==> src/rtl/ttsp_pkg.sv <==
package ttsp_pkg;

  // Operation codes
  typedef enum logic [1:0] {
    OP_PROBE      = 2'd0,
    OP_STORE      = 2'd1,
    OP_NEW_SEARCH = 2'd2,
    OP_CLEAR      = 2'd3
  } op_e;

  localparam int unsigned AGE_W = 8;
  localparam logic [AGE_W-1:0] AGE_FIRST = 8'd1;
  localparam logic signed [15:0] EVAL_NONE = 16'sh8000;
  localparam logic signed [15:0] INT16_TOP = 16'sh7fff;

  // One table slot as held in the RAM
  typedef struct packed {
    logic [63:0]        key;
    logic signed [15:0] eval;
    logic [15:0]        move;
    logic signed [15:0] depth;
    logic signed [15:0] score;
    logic [AGE_W-1:0]   age;
    logic [1:0]         kind;
  } slot_t;

  localparam int unsigned SLOT_W = $bits(slot_t);

  // Input word as captured on accept
  typedef struct packed {
    op_e                op;
    logic [63:0]        key;
    logic signed [15:0] depth;
    logic signed [15:0] score;
    logic [1:0]         node_kind;
    logic [15:0]        move;
    logic signed [15:0] eval;
  } item_t;

  // Result word
  typedef struct packed {
    logic               hit;
    logic               written;
    logic signed [15:0] score;
    logic signed [15:0] depth;
    logic signed [15:0] eval;
    logic [15:0]        move;
    logic [1:0]         kind;
    logic [AGE_W-1:0]   age;
  } res_t;

endpackage

==> src/rtl/ttsp_slot_logic.sv <==
module ttsp_slot_logic import ttsp_pkg::*; (
  input  item_t            item_i,
  input  slot_t            slot_i,
  input  logic [AGE_W-1:0] cur_age_i,
  output res_t             res_o,
  output logic             we_o,
  output slot_t            wslot_o
);

  logic               key_match;
  logic               replace;
  logic               keep_eval;
  logic signed [15:0] new_eval;

  assign key_match = (slot_i.key == item_i.key);

  // replace on an older generation or a depth at least as deep
  assign replace = (slot_i.age != cur_age_i) || (item_i.depth >= slot_i.depth);

  // eval none keeps the old eval only for a written slot of the same key;
  // any other value is already within -INT16_TOP..INT16_TOP
  assign keep_eval = (slot_i.age != '0) && key_match;

  always_comb begin
    if (item_i.eval == EVAL_NONE) begin
      new_eval = keep_eval ? slot_i.eval : EVAL_NONE;
    end else if (item_i.eval > INT16_TOP) begin
      new_eval = INT16_TOP;
    end else begin
      new_eval = item_i.eval;
    end
  end

  // new slot contents
  always_comb begin
    wslot_o.key   = item_i.key;
    wslot_o.eval  = new_eval;
    wslot_o.move  = item_i.move;
    wslot_o.depth = item_i.depth;
    wslot_o.score = item_i.score;
    wslot_o.age   = cur_age_i;
    wslot_o.kind  = item_i.node_kind;
  end

  // result word
  always_comb begin
    res_o = '0;
    we_o  = 1'b0;
    unique case (item_i.op)
      OP_PROBE: begin
        if (key_match) begin
          res_o.hit   = 1'b1;
          res_o.score = slot_i.score;
          res_o.depth = slot_i.depth;
          res_o.eval  = slot_i.eval;
          res_o.move  = slot_i.move;
          res_o.kind  = slot_i.kind;
          res_o.age   = slot_i.age;
        end
      end
      OP_STORE: begin
        we_o          = replace;
        res_o.written = replace;
      end
      default: begin
        res_o = '0;
      end
    endcase
  end

endmodule

==> config.mk <==
export PLATFORM = sky130hd
export DESIGN_NAME = ttsp_slot_logic
export DESIGN_NICKNAME = d
export VERILOG_FILES = /design/src/rtl/ttsp_pkg.sv /design/src/rtl/ttsp_slot_logic.sv
export SDC_FILE = /design/constraint.sdc
export NUM_CORES = 1
export LEC_CHECK = 0
export ABC_CLOCK_PERIOD_IN_PS = 1800
export BUFFER_PORTS_ARGS = -buffer_cell sky130_fd_sc_hd__buf_2
export CAP_MARGIN = 20
export CELL_PAD_IN_SITES_DETAIL_PLACEMENT = 0
export CELL_PAD_IN_SITES_GLOBAL_PLACEMENT = 1
export CORE_AREA = 8 8 185 187
export DETAILED_ROUTE_END_ITERATION = 7
export DIE_AREA = 0 0 193 195
export PLACE_DENSITY_LB_ADDON = 0.12
export SETUP_SLACK_MARGIN = 0.5
export SKIP_LAST_GASP = 1
export SLEW_MARGIN = 25
export SYNTH_ARGS = -nofsm -noshare
export SYNTH_HDL_FRONTEND = slang
export SYNTH_SLANG_ARGS = --single-unit
==> constraint.sdc <==
create_clock -name vclk -period 1.8
set_input_delay 0.18 -clock vclk [all_inputs]
set_output_delay 0.18 -clock vclk [all_outputs]
set_load 0.01 [all_outputs]
==> results of run 1 <==
-- through the flow --
stage / total power, mW / cell area (sq um) / std cells / setup WS [ns]
final: 1.11 / 6390 / 1145 / -0.514
after global routing: 1.20 / 6390 / 1145 / -0.699
after global placement: 1.02 / 5370 / 1131 / -0.827
after CTS: 1.08 / 5920 / 1142 / -0.620
after detailed placement: 0.998 / 5370 / 1131 / -0.789
after floorplan: 0.587 / 3350 / 389 / -0.0345
-- Yosys cell counts (all sizes together) --
cell type | number | area share [%]
nand2 | 2 | 0.26
a21oi | 7 | 1.2
nor4b | 1 | 0.30
and4 | 1 | 0.30
inv | 16 | 2.1
o211ai | 1 | 0.26
o31a | 1 | 0.30
nor3 | 2 | 0.74
a21o | 18 | 4.7
nor2 | 1 | 0.22
nor2b | 1 | 0.22
xnor2 | 64 | 19
and2 | 59 | 13
mux2i | 1 | 0.35
nand3 | 2 | 0.35
nand4 | 21 | 4.8
nand2b | 2 | 0.43
a21boi | 1 | 0.26
ha | 16 | 6.9
o21bai | 1 | 0.26
clkbuf | 4 | 0.52
a211oi | 1 | 0.26
xor2 | 8 | 2.4
nor4 | 27 | 6.1
buf | 131 | 35
-- metal layers --
metal / wire length [um] / global-route usage (%)
met4: 63 / 0.171
met2: 11600 / 20.6
met1: 6710 / 8.73
met5: 0 / 0
met3: 2090 / 2.67
-- final timing paths --
kind | startpoint | endpoint | slack [ns]
max | item_i[121] | res_o[36] | -0.51
min | item_i[32] | wslot_o[0] | 0.36
-- repair_timing --
item / in CTS / in global routing
pin swaps: 34 / 24
endpoints found under the setup margin: 93 / 93
gates resized for setup: 85 / 71
gates cloned: 2 / 3
buffers inserted: 9 / 0
-- report_power, final --
group	total [mW]	leakage [nW]	switching (mW)	internal [mW]
clock network	0	0	0	0
registers	0	0	0	0
logic	1.11	3.27	0.505	0.600
-- area by class of cell --
| class | instances | area, sq um |
|---|---|---|
| fillers | 3518 | 24800 |
| inverters | 16 | 95.1 |
| multi-input cells | 238 | 2540 |
| well taps | 402 | 503 |
| repair buffers | 489 | 3260 |
-- logic make-up after synthesis --
| logic type | Yosys count | share of synthesized area (%) |
|---|---|---|
| adders and majority gates | 16 | 6.93 |
| muxes | 1 | 0.347 |
| and+or+nand+nor | 119 | 26.4 |
| buffers and inverters | 151 | 37.2 |
| xor gates and xnor gates | 72 | 21.8 |
| AOI/OAI and AO/OA | 30 | 7.24 |
-- layout by cell type, fill, tap and decap left out, types with 2 or more instances in the layout --
| cell | count |
|---|---|
| a21oi_2 | 3 |
| nor4_1 | 8 |
| nand4_1 | 20 |
| nand2_1 | 2 |
| buf_8 | 4 |
| a21o_1 | 18 |
| xor2_1 | 8 |
| buf_4 | 52 |
| a21oi_1 | 4 |
| xnor2_2 | 16 |
| buf_2 | 348 |
| ha_1 | 3 |
| buf_12 | 6 |
| nor4_4 | 15 |
| inv_2 | 8 |
| inv_1 | 3 |
| nand2b_1 | 2 |
| xnor2_1 | 48 |
| ha_4 | 13 |
| inv_6 | 3 |
| buf_6 | 75 |
| clkbuf_16 | 3 |
| and2_4 | 58 |
| nor4_2 | 4 |
==> flow_summary.yaml, run 1 <==
run_status:
  status: "finished with violations"
  violations: "negative setup slack"
synth:
  syn_area_sq_um: 2890
  syn_area_per_cell_sq_um: 7.42
  synth_seq_area_share_pct: 0
  yosysUniqueCellTypes: 31
  synthCells: 389
  ys_warn_count: 0
  synth.net_count: 683
worst_setup_path:
  cp_common_cell: "buf_6"
  worstPathRequired_ns: 1.62
  cp.buffers_inverters: 5
  cpLargestDelayFamily: "simple AND/OR/NAND/NOR gates"
  cp_slowest_cell: "nor4_4"
  startpoint_type: "input port"
  cp-end-kind: "primary output"
  cpPeakStageDelay_ns: 0.43
  crit_fanout: 8
  crit_type: "in -> out"
  cp.depth: 11
  cp.arrival_ns: 2.13
  critical_path.cell_chain: "buf_2, xnor2_1, nand4_1, nor4_4, nand4_4, buf_12, nor3_4, buf_6, clkbuf_16, and2_4, buf_6"
drt:
  drc: 0
  wirelength_um: 20400
  vias: 3877
  drt_iter0_drc: 40
  ant_nets: 0
  viasPerCell: 3.39
  avgRoutedWirePerCell_um: 17.8
  firstDrtPassIters: 4
sta:
  slew_violations: 0
  grt_setup_unrepaired: "true"
  setup_tns_ns: -39.23
  hold_slack_ns: 0.360
  slew_headroom_pct: 72.1
  finalHoldViolations: 0
  timing.fmax_mhz: 432
  layout_min_cycle_time_ns: 2.31
  finalSetupViolCount: 93
  fin_crit_sh_pct: 129
  fin_ws_ns: -0.514
  worstMarginPinSlew_ns: 0.414
power:
  peakVddDrop_mv: 0.0629
  p_leak_nw: 3.27
  powerDensity_nw_per_um2: 173
global_route:
  grt_pass1_wl_um: 27300
  gr-total-overflow: 0
  grt_max_degree: 31
  antenna_found_initial: 2
  grt_usage_pct: 9.47
  grt_pass1_vias: 4412
floorplan:
  die_x_um: 193
  fp.dieH_um: 195
  dieArea_sq_um: 37600
  core_sq_um: 31200
  start_util_pct: 9.25
  ioPinCount: 493
  placementRows: 65
hold_path:
  worst_hold_path_type: "in -> out"
  hold_path_depth: 0
cells_and_area:
  drive_gt1_share_pct: 83.2
  nFlopsAndLatches: 0
  diodes: 0
  regArea_sq_um: 0
  final_util_pct: 20.5
  clkbuf_count: 0
  area_growth_pct: 121
  num-nets-final: 1039
placed_design:
  io_buffers: 425
  place_hpwl_um: 18000
  gp_congestion: 0.700
run:
  maxCapViolations: 0
clock_tree:
  hold_buffers: 0
No activity file was read; power rests on OpenSTA's default activity.
==> inputs of run 2 (changes only) <==
--- a/config.mk
+++ b/config.mk
@@ -5,7 +5,7 @@
 export SDC_FILE = /design/constraint.sdc
 export NUM_CORES = 1
 export LEC_CHECK = 0
-export ABC_CLOCK_PERIOD_IN_PS = 1800
+export ABC_CLOCK_PERIOD_IN_PS = 2670
 export BUFFER_PORTS_ARGS = -buffer_cell sky130_fd_sc_hd__buf_2
 export CAP_MARGIN = 20
 export CELL_PAD_IN_SITES_DETAIL_PLACEMENT = 0
==> constraint.sdc (replaced) <==
create_clock -name vclk -period 2.67
set_input_delay 0.267 -clock vclk [all_inputs]
set_output_delay 0.267 -clock vclk [all_outputs]
set_load 0.01 [all_outputs]
==> run 2 against run 1 <==
Net effect:
- the flow now finishes without violations
- count of clock-buffer cells in the layout unchanged
- critical path depth grew 1
- combinational power is 40% lower
- design area is 16% lower
- routed wire length increased by 0.59%
- die area unchanged
- power fell by 39%
- final cell count is 3.3% lower
- utilization is 3.2 points lower
- global-route usage rose by 0.48 points
- largest power group unchanged
==> flow_summary.yaml, run 2 (synthesized netlist as in run 1, its figures left out) <==
global_route:
  grt_pass1_vias: 4245
  grt_pass1_wl_um: 28100
  antenna_found_initial: 2
  grt_max_degree: 18
  gr-total-overflow: 0
  grt_usage_pct: 9.95
cells_and_area:
  final_cell_mix: "397 x buf_2, 59 x and2_1, 44 x xnor2_1"
  diodes: 0
  num-nets-final: 1001
  clkbuf_count: 0
  nFlopsAndLatches: 0
  multi_input_area_sq_um: 2220
  design_area_sq_um: 5390
  area_growth_pct: 86.8
  regArea_sq_um: 0
  drive_gt1_share_pct: 71.9
  fill_cells: 3668
  final_common_cell: "buf_2"
worst_setup_path:
  crit_fanout: 8
  cp_common_cell: "buf_6"
  cpPeakStageDelay_ns: 0.31
  cpLargestDelayFamily: "buffers and inverters"
  cp-end-kind: "primary output"
  cp.buffers_inverters: 6
  worstPathRequired_ns: 2.40
  startpoint_type: "input port"
  cp_slowest_cell: "nor4_4"
  cp.arrival_ns: 2.08
  critical_path.cell_chain: "buf_2, xnor2_2, nand4_1, nor4_4, buf_4, nand4_4, buf_6, nor2_4, buf_6, buf_12, a21o_1, buf_6"
  crit_type: "in -> out"
floorplan:
  die_x_um: 193
  start_util_pct: 9.25
  core_sq_um: 31200
  fp.dieH_um: 195
  dieArea_sq_um: 37600
  placementRows: 65
  ioPinCount: 493
drt:
  drc: 0
  ant_nets: 0
  firstDrtPassIters: 4
  wirelength_um: 20500
  vias: 3633
  avgRoutedWirePerCell_um: 18.6
  viasPerCell: 3.28
  drt_iter0_drc: 37
power:
  p_leak_nw: 2.95
  peakVddDrop_mv: 0.0474
  powerDensity_nw_per_um2: 124
clock_tree:
  hold_buffers: 0
placed_design:
  dpl_cell_area_sq_um: 4660
  place_hpwl_um: 19500
  gp_congestion: 0.748
  place_ws_ns: 0.0289
  io_buffers: 425
hold_path:
  hold_path_depth: 0
  worst_hold_path_type: "in -> out"
  whs_endpoint: "wslot_o[0]"
  hold_start: "item_i[32]"
sta:
  worstMarginPinSlew_ns: 0.522
  finalSetupViolCount: 0
  fin_ws_ns: 0.319
  slew_violations: 0
  setup_tns_ns: 0
  slew_headroom_pct: 65.2
  finalHoldViolations: 0
  grt_setup_unrepaired: "true"
  timing.fmax_mhz: 425
  layout_min_cycle_time_ns: 2.35
  fin_crit_sh_pct: 88.0
  hold_slack_ns: 0.534
run:
  maxCapViolations: 0
run_status:
  status: "finished clean"
==> run 2: cell count changes in the layout (fill, tap and decap cells not counted), sizes merged <==
cell	delta
buf	-35
clkbuf	-3
==> run 2: power by group <==
group	switching, mW	total [mW]	leakage, nW	internal [mW]
Combinational	0.316	0.669	2.95	0.353
Sequential	0	0	0	0
Clock	0	0	0	0
Total	0.316	0.669	2.95	0.353
==> run 2: metal layers <==
metal	part of all wire, %	global-route usage (%)	vias to the layer above
met5	0.13	0	-
met3	8.4	2.96	20
met2	58	21.0	211
met1	33	9.45	1582
li1	-	-	1816
met4	0.75	0.655	4
==> run 2: area by class of cell <==
class,instances,area share (%)
Multi-Input combinational cell,238,41.1
Tap cell,402,9.32
Inverter,16,1.35
Timing Repair Buffer,451,48.2
==> run 2: worst max path at each step <==
stage / start / endpoint / slack [ns] / cells past startpoint
4_1_cts: item_i[103] / wslot_o[68] / 0.21 / 12
3_5_place_dp: item_i[71] / res_o[12] / 0.03 / 11
6_report: slot_i[118] / wslot_o[64] / 0.32 / 12
5_1_grt: slot_i[111] / wslot_o[64] / 0.14 / 12
2_1_floorplan: item_i[95] / res_o[64] / 0.64 / 7
3_3_place_gp: item_i[71] / wslot_o[64] / 0.03 / 11
==> run 2: timing repair <==
item / 4_1_cts / 5_1_grt
resized for setup: 56 / 50
gates cloned: 1 / 0
endpoints found under the hold margin: 0 / 0
pin swaps: 32 / 44
setup buffers: 6 / 6
endpoints found under the setup margin: 93 / 93
==> run 2: stage by stage <==
step	total power [mW]	instances	util, %
after floorplan	0.364	389	-
after global placement	0.592	1094	14.9
after detailed placement	0.586	1094	14.9
after CTS	0.638	1101	16.2
after global routing	0.726	1107	17.3
final	0.669	1107	17.3
