File: src/rtl/ttsp_ram.sv
module ttsp_ram #(
  parameter int unsigned WIDTH = 8,
  parameter int unsigned DEPTH = 16
) (
  input  logic                     clk_i,
  input  logic                     we_i,
  input  logic [$clog2(DEPTH)-1:0] waddr_i,
  input  logic [WIDTH-1:0]         wdata_i,
  input  logic [$clog2(DEPTH)-1:0] raddr_i,
  output logic [WIDTH-1:0]         rdata_o
);

  logic [WIDTH-1:0] mem [DEPTH];

  // single write port, registered read port
  always_ff @(posedge clk_i) begin
    if (we_i) begin
      mem[waddr_i] <= wdata_i;
    end
    rdata_o <= mem[raddr_i];
  end

endmodule

File: config.mk
export PLATFORM = sky130hd
export DESIGN_NAME = ttsp_ram
export DESIGN_NICKNAME = d
export VERILOG_FILES = /design/src/rtl/ttsp_ram.sv
export SDC_FILE = /design/constraint.sdc
export NUM_CORES = 1
export LEC_CHECK = 0
export ABC_AREA = 1
export BUFFER_PORTS_ARGS = -buffer_cell sky130_fd_sc_hd__buf_4
export CAP_MARGIN = 10
export CORE_ASPECT_RATIO = 1.4
export CORE_MARGIN = 3
export CORE_UTILIZATION = 40
export DETAILED_ROUTE_END_ITERATION = 8
export MAX_ROUTING_LAYER = met4
export PLACE_DENSITY = 0.67
export SYNTH_ARGS = -nofsm -noshare
export SYNTH_HDL_FRONTEND = slang
export SYNTH_SLANG_ARGS = --single-unit
File: constraint.sdc
create_clock -name clk_i -period 1.85 [get_ports clk_i]
set_clock_uncertainty 0.1 [all_clocks]
set_input_delay 0.37 -clock clk_i [delete_from_list [all_inputs] [get_ports clk_i]]
set_output_delay 0.37 -clock clk_i [all_outputs]
set_load 0.1 [all_outputs]
==> impl_metrics.tcl, run 1 <==
set metrics [dict create \
    die_h_um 148.1 \
    setup_violations 0 \
    fin_ws_ns 0.3049 \
    h-tree-depth 4 \
    maxSlewHeadroom_pct 74.20 \
    antenna_left 0 \
    finalHoldViolCount 0 \
    worst_pin_slew_ns 0.3870 \
    seq_power_share_pct 45.2 \
    clk-insertion-delay-late_ns 0.41 \
    crit_path_start_kind "register" \
    endpoint_kind "primary output" \
    grt_pass1_wl_um 20090 \
    layout.cells.non_filler 790 \
    critPathRequiredTime_ns 1.38 \
    grt_use_total_pct 17.38 \
    fin_crit_ns 1.545 \
    grt_pass1_vias 3778 \
    cts_tree "done" \
    dpl.cell_count 758 \
    routedWlPerCell_um 15.99 \
    mostFrequentLayoutCell "nand2_1" \
    p_int_mw 6.023 \
    path_clk_slew_ns 0.06 \
    drv_cap 0 \
    coreArea_um2 14040 \
    start_util_pct 41.08 \
    ctsHoldBuffers 0 \
    arrival_ns 1.08 \
    holdWs_ns 0.1934 \
    grt_max_degree 65 \
    path_max_fanout 1 \
    drive_gt1_share_pct 12.89 \
    register_area_um2 4004 \
    synth_warnings 0 \
    firstDrtPassIters 5 \
    max_freq_mhz 647.2 \
    peakVddDrop_mv 0.7217 \
    clockBufferDepth 2 \
    avgSynthCellArea_um2 10.47 \
    path_delay_family "flip-flops" \
    path_cells "buf_4" \
    path_buf_inv 1 \
    syn_area_um2 5767 \
    fin_crit_sh_pct 83.52 \
    wl_um 12640 \
    die_w_um 107.5 \
    clockRootBuffer "clkbuf_16" \
    diodes 0 \
    crit_type "reg -> out" \
    viasPerCell 4.887 \
    io_buffers 25 \
    most-common-layout-cells "nand2_1, edfxtp_1, inv_1" \
    cts_buffers 17 \
    switching_share_pct 21.55 \
    seq_area_frac_synth_pct 69.43 \
    post_cts_buffers 0 \
    synth_cells 551 \
    dp_slack_ns 0.2589 \
    slew_viol_final 0 \
    synth.distinct_cells 12 \
    synth.ff_latch_count 136 \
    syn_nets 569 \
    clockPowerShare_pct 47.2 \
    antenna_found_initial 0 \
    rows 51 \
    dp.final_hpwl_um 7999 \
    final_nets 610 \
    gp_congestion 0.7842 \
    grt_setup_unrepaired "false" \
    cts.sinks 136 \
    hold_class "in -> reg" \
    multi_input_area_um2 1214 \
    p_leak_nw 2.967 \
    status "completed" \
    ios 26 \
    n_fill_cell 1245 \
    drtIter0Drc 284 \
    max_stage_delay_ns 0.36 \
    p_total_mw 7.677 \
    comb_power_share_pct 7.6 \
    syn2layout_area_growth_pct 18.98 \
    timing.critical_path.slowest_stage_cell "dfxtp_1" \
    vias 3861 \
    drc 0 \
    grt_overflow 0 \
    p_per_area_nw_per_um2 1119 \
    cts.repair.resized 0 \
    fin_tns_setup_ns 0 \
    p_switching_mw 1.654 \
    die_area_um2 15910 \
]
-- per-stage QoR --
step                      instance area, um^2  utilization, %
after CTS                                6862           48.88
after global placement                   6215           44.27
after detailed placement                 6215           44.27
after floorplan                          5767               -
after global routing                     6862           48.88
final                                    6862           48.88
-- worst paths after layout --
path | cells after the start | startpoint | slack [ns] | endpoint
worst max-delay path | 1 | rdata_o[6] | 0.30 | rdata_o[6]
worst min-delay path | 3 | raddr_i[3] | 0.19 | rdata_o[4]
worst max register to register | 6 | mem[10][5] | 0.72 | rdata_o[5]
worst min register to register | 6 | mem[14][4] | 0.58 | rdata_o[4]
-- power groups by stage --
| stage | logic (mW) | registers (mW) | clock network [mW] |
|---|---|---|---|
| floorplan | 0.243 | 3.67 | 0 |
| global placement | 0.577 | 3.53 | 0 |
| detailed placement | 0.590 | 3.53 | 0 |
| CTS | 0.591 | 3.47 | 3.67 |
| global route | 0.636 | 3.47 | 3.79 |
| finish | 0.587 | 3.47 | 3.62 |
-- cell usage after synthesis (all sizes together) --
master	number	area, um^2
nand2	173	649.4
edfxtp	128	3844
inv	102	382.9
nand3	97	485.5
buf	24	166.4
nor2	17	63.81
dfxtp	8	160.2
nand3b	2	15.01
-- sequential cells by signal, summed over array words and instances, names as in the netlist --
register	cells
mem	128
rdata_o	8
-- layout make-up --
class	count	area share (%)
clock inverters	12	2.918
repair buffers	46	5.580
well taps	185	3.373
clock buffers	20	6.510
flip-flops and latches	136	58.35
inverters	102	5.580
multi-input cells	289	17.69
-- cells by family (layout without fill, tap and decap cells) --
kind of cell | count (synthesis) | count (layout) | synth area share (%)
and+or+nand+nor | 289 | 289 | 21.05
DFF | 136 | 136 | 69.43
buffers and inverters | 126 | 180 | 9.525
-- per-layer routing --
| layer | vias up | routed length [um] | track usage, % |
|---|---|---|---|
| li1 | 1854 | - | - |
| met1 | 1823 | 5046 | 20.24 |
| met2 | 149 | 6456 | 27.93 |
| met3 | 35 | 564 | 3.170 |
| met4 | 0 | 569 | 10.42 |
| met5 | - | 0 | - |
-- worst register-to-register path, stage by stage (launching register included) --
cell      delay, ns
edfxtp_1       0.36
inv_1          0.06
nand2_1        0.05
nand3_1        0.13
nand3_1        0.13
nand3_1        0.12
nand2_1        0.06
(Power assumes the default switching activity.)
==> run 2: changes to the inputs <==
==> constraint.sdc (replaced) <==
create_clock -name clk_i -period 1.43 [get_ports clk_i]
set_clock_uncertainty 0.1 [all_clocks]
set_input_delay 0.286 -clock clk_i [delete_from_list [all_inputs] [get_ports clk_i]]
set_output_delay 0.286 -clock clk_i [all_outputs]
set_load 0.1 [all_outputs]
==> run 2 against run 1 <==
  * Die area did not move
  * Register-to-register slack got worse by 0.43 ns
  * Sequential cell count did not move
  * Final area rose by 1.6%
  * Core utilization rose by 0.79 points
  * Routed wire length rose by 3.3%
  * Worst setup slack got worse by 0.27 ns
  * Critical path depth did not move
  * Sequential power rose by 29%
  * Clock power rose by 30%
==> impl_metrics.tcl, run 2 (same netlist as run 1, synthesis figures left out) <==
set metrics [dict create \
    die_h_um 148.1 \
    syn2layout_area_growth_pct 20.92 \
    antenna_left 0 \
    cts.sinks 136 \
    p_total_mw 9.989 \
    setup_violations 0 \
    most-common-layout-cells "nand2_1, edfxtp_1, inv_1" \
    fin_area_um2 6973 \
    ff2ff_setup_slack_ns 0.29 \
    fin_tns_setup_ns 0 \
    finalHoldViolCount 0 \
    wl_um 13050 \
    worst_pin_slew_ns 0.2809 \
    comb_power_share_pct 8.1 \
    drc 0 \
    fin_ws_ns 0.03025 \
    post_cts_buffers 0 \
    routedWlPerCell_um 16.41 \
    hold_class "in -> reg" \
    p_switching_mw 2.340 \
    r2r_start "mem[1][1]" \
    io_buffers 25 \
    p_int_mw 7.649 \
    ios 26 \
    mostFrequentLayoutCell "nand2_1" \
    grt_pass1_wl_um 20730 \
    critPathRequiredTime_ns 1.04 \
    largest_register_ffs 128 \
    path_cells "buf_8" \
    min_path_cells 1 \
    drv_cap 0 \
    cp.depth 1 \
    gp_congestion 0.8324 \
    diodes 0 \
    h-tree-depth 4 \
    reg_top3 "mem: 128 flops, rdata_o: 8 flops" \
    grt_setup_unrepaired "false" \
    start_util_pct 41.08 \
    antenna_found_initial 0 \
    dp_slack_ns 0.009522 \
    slew_viol_final 0 \
    grt_max_degree 37 \
    path_buf_inv 1 \
    peakVddDrop_mv 0.9096 \
    top_register "mem" \
    endpoint_kind "primary output" \
    crit_path_start_kind "register" \
    vias 3830 \
    path_max_fanout 1 \
    clk-insertion-delay-late_ns 0.42 \
    crit_type "reg -> out" \
    hp-start "wdata_i[2]" \
    clockBufferDepth 2 \
    coreArea_um2 14040 \
    holdWs_ns 0.09645 \
    die_area_um2 15910 \
    clockPowerShare_pct 46.9 \
    n_fill_cell 1252 \
    cts_buffers 17 \
    p_per_area_nw_per_um2 1433 \
    grt_pass1_vias 3951 \
    whs_endpoint "mem[1][2]" \
    grt_use_total_pct 18.06 \
    max_freq_mhz 714.4 \
    drtIter0Drc 304 \
    arrival_ns 1.01 \
    switching_share_pct 23.43 \
    max_stage_delay_ns 0.38 \
    rows 51 \
    placed_area_um2 6302 \
    final_nets 615 \
    clockRootBuffer "clkbuf_16" \
    dp.final_hpwl_um 8318 \
    fin_crit_sh_pct 97.88 \
    cts_tree "done" \
    seq_power_share_pct 44.9 \
    path_delay_family "flip-flops" \
    path_clk_slew_ns 0.06 \
    timing.critical_path.slowest_stage_cell "dfxtp_1" \
    status "completed" \
    viasPerCell 4.818 \
    maxSlewHeadroom_pct 81.43 \
    die_w_um 107.5 \
    firstDrtPassIters 5 \
    fin_crit_ns 1.400 \
    grt_overflow 0 \
    drive_gt1_share_pct 13.93 \
    reg2regPathDepth 6 \
    p_leak_nw 3.016 \
    timing.rr.end "rdata_o[1]" \
]
## run 2: cell count changes in the layout (fill, tap and decap cells not counted), sizes merged
cell    delta
bufinv     -1
buf        +5
clkbuf     -3
inv        +4
## run 2: per-layer routing
layer / wire [um] / GRT usage [%] / vias to the layer above
met5: 0 / - / -
met4: 409 / 8.970 / 0
met3: 528 / 3.300 / 30
met2: 6946 / 30.64 / 109
met1: 5163 / 20.40 / 1821
li1: - / - / 1870
## run 2: how the worst max path moves through the flow
stage,startpoint,endpoint,slack (ns)
after floorplan,waddr_i[3],mem[4][0],0.09
after global placement,raddr_i[0],rdata_o[3],0.02
after detailed placement,waddr_i[2],mem[11][6],0.01
after CTS,rdata_o[4],rdata_o[4],0.003
after global routing,rdata_o[7],rdata_o[7],0.006
final,rdata_o[7],rdata_o[7],0.03
## run 2: area by class of cell
class / count / area (um^2) / area share (%)
clock buffers: 17 / 425.4 / 6.101
clock inverters: 15 / 215.2 / 3.086
inverters: 102 / 382.9 / 5.491
multi-input cells: 289 / 1214 / 17.41
flip-flops and latches: 136 / 4004 / 57.42
well taps: 185 / 231.5 / 3.320
repair buffers: 51 / 500.5 / 7.177
## run 2: per-stage QoR
stage / util, % / cells
6_report: 49.67 / 795
5_1_grt: 49.67 / 795
3_3_place_gp: 44.89 / 763
3_5_place_dp: 44.89 / 763
2_1_floorplan: - / 551
4_1_cts: 49.59 / 795
## run 2: power by group through the flow
stage	combinational [mW]	clock, mW	sequential, mW
floorplan	0.314	0	4.75
global placement	0.784	0	4.57
detailed placement	0.794	0	4.57
CTS	0.811	4.75	4.49
global route	0.875	4.91	4.50
finish	0.811	4.69	4.49
## run 2: what timing repair did
item                                   in CTS  in global routing
endpoints found under the hold margin       0                  0
resized for setup                           5                  3
hold buffers                                0                  0
setup endpoints to repair                   5                  3
==> run 3: changes to the inputs <==
--- a/config.mk
+++ b/config.mk
@@ -14,6 +14,7 @@
 export DETAILED_ROUTE_END_ITERATION = 8
 export MAX_ROUTING_LAYER = met4
 export PLACE_DENSITY = 0.67
+export RECOVER_POWER = 50
 export SYNTH_ARGS = -nofsm -noshare
 export SYNTH_HDL_FRONTEND = slang
 export SYNTH_SLANG_ARGS = --single-unit
==> run 3 against run 2 <==
  * Via count grew 0.13%
  * Count of clock-buffer cells in the layout stayed put
  * Worst setup slack improved by 0.0013 ns
  * Critical endpoint unchanged
==> impl_metrics.tcl, run 3 (same netlist as run 1, synthesis figures left out) <==
set metrics [dict create \
    grt_pass1_wl_um 20730 \
    crit_type "reg -> out" \
    antenna_left 0 \
    top_register "mem" \
    ios 26 \
    drc 0 \
    syn2layout_area_growth_pct 20.26 \
    finalHoldViolCount 0 \
    register_area_um2 4004 \
    drtIter0Drc 308 \
    die_area_um2 15910 \
    clockPowerShare_pct 46.9 \
    grtUsageMet3_pct 3.300 \
    path_delay_family "flip-flops" \
    timing.critical_path.slowest_stage_cell "dfxtp_1" \
    grt_pass1_vias 3951 \
    drv_cap 0 \
    clockRootBuffer "clkbuf_16" \
    die_h_um 148.1 \
    antenna_found_initial 0 \
    start_util_pct 41.08 \
    cts_tree "done" \
    diodes 0 \
    largest_register_ffs 128 \
    h-tree-depth 4 \
    critPathRequiredTime_ns 1.04 \
    p_int_mw 7.639 \
    mostFrequentLayoutCell "nand2_1" \
    n_fill_cell 1256 \
    max_stage_delay_ns 0.38 \
    arrival_ns 1.01 \
    p_total_mw 9.968 \
    die_w_um 107.5 \
    cp.depth 1 \
    drive_gt1_share_pct 12.30 \
    most-common-layout-cells "nand2_1, edfxtp_1, inv_1" \
    layout.cells.non_filler 795 \
    maxSlewHeadroom_pct 32.57 \
    comb_power_share_pct 8.0 \
    slew_viol_final 0 \
    path_cells "buf_8" \
    dpl.cell_count 763 \
    max_freq_mhz 715.1 \
    path_buf_inv 1 \
    post_cts_buffers 0 \
    multi_input_area_um2 1214 \
    hold_class "in -> reg" \
    switching_share_pct 23.36 \
    fin_tns_setup_ns 0 \
    crit_path_start_kind "register" \
    p_leak_nw 2.979 \
    reg2regPathDepth 6 \
    endpoint_kind "primary output" \
    cts.sinks 136 \
    cts_buffers 17 \
    final_nets 615 \
    fin_crit_sh_pct 97.79 \
    grt_use_total_pct 18.06 \
    setup_violations 0 \
    globalRoute.busiestLayer "met2" \
    grt_setup_unrepaired "false" \
    min_path_cells 3 \
    seq_power_share_pct 45.1 \
    routedWlPerCell_um 16.33 \
    io_buffers 25 \
    reg_top3 "mem: 128 flops, rdata_o: 8 flops" \
    peakVddDrop_mv 0.9055 \
    status "completed" \
    path_max_fanout 1 \
    wl_um 12980 \
    fin_crit_ns 1.398 \
    vias 3835 \
    placed_area_um2 6302 \
    gp_congestion 0.8324 \
    clockBufferDepth 2 \
    grt_use_met1_pct 20.40 \
    p_per_area_nw_per_um2 1437 \
    rows 51 \
    firstDrtPassIters 5 \
    grt_overflow 0 \
    path_clk_slew_ns 0.06 \
    viasPerCell 4.824 \
    dp.final_hpwl_um 8318 \
    clk-insertion-delay-late_ns 0.42 \
    coreArea_um2 14040 \
    worst_pin_slew_ns 1.011 \
    fin_area_um2 6935 \
    p_switching_mw 2.328 \
    grtUsageMet2_pct 30.64 \
    grt_max_degree 37 \
]
-- run 3: cell types whose count changed in the layout (fill, tap and decap cells not counted), sizes merged --
| cell | before | now |
|---|---|---|
| buf | 51 | 41 |
| clkbuf | 17 | 27 |
-- run 3: cell type report --
type | count | share of cell area [%]
clock buffers | 17 | 6.134
flip-flops and latches | 136 | 57.73
inverters | 102 | 5.520
well taps | 185 | 3.338
clock inverters | 15 | 3.103
multi-input cells | 289 | 17.50
repair buffers | 51 | 6.675
-- run 3: timing repair --
item / 4_1_cts / 5_1_grt
endpoints found under the setup margin: 5 / 3
gates resized for setup: 5 / 3
hold buffers: 0 / 0
-- run 3: routing by layer --
layer	vias up	wire, um
met5	-	0
met4	0	440
met3	37	584
met2	121	6904
met1	1804	5052
li1	1873	-
-- run 3: final timing paths --
kind,to,slack (ns),from
max,rdata_o[7],0.03,rdata_o[7]
min,rdata_o[3],0.11,raddr_i[3]
min reg2reg,rdata_o[5],0.56,mem[12][5]
max reg2reg,rdata_o[1],0.27,mem[1][1]
-- run 3: worst register-to-register path, delay by kind of cell (launching register included) --
kind / cells / cell delay, ns
AND/OR/NAND/NOR: 5 / 0.52
flip-flops: 1 / 0.36
buffers and inverters: 1 / 0.06
-- run 3: power by group through the flow --
stage | registers [mW] | logic, mW | clock network, mW
6_report | 4.49 | 0.799 | 4.68
2_1_floorplan | 4.75 | 0.314 | 0
4_1_cts | 4.49 | 0.811 | 4.75
3_3_place_gp | 4.57 | 0.784 | 0
3_5_place_dp | 4.57 | 0.794 | 0
5_1_grt | 4.50 | 0.863 | 4.91
-- run 3: through the flow --
step           setup WS, ns  hold slack [ns]  util (%)
3_5_place_dp       0.009522           0.5262     44.89
4_1_cts            0.003308          0.09221     49.59
3_3_place_gp        0.02092           0.5238     44.89
5_1_grt            0.005625           0.1022     49.40
6_report            0.03155           0.1073     49.40
2_1_floorplan       0.09316           0.2849         -
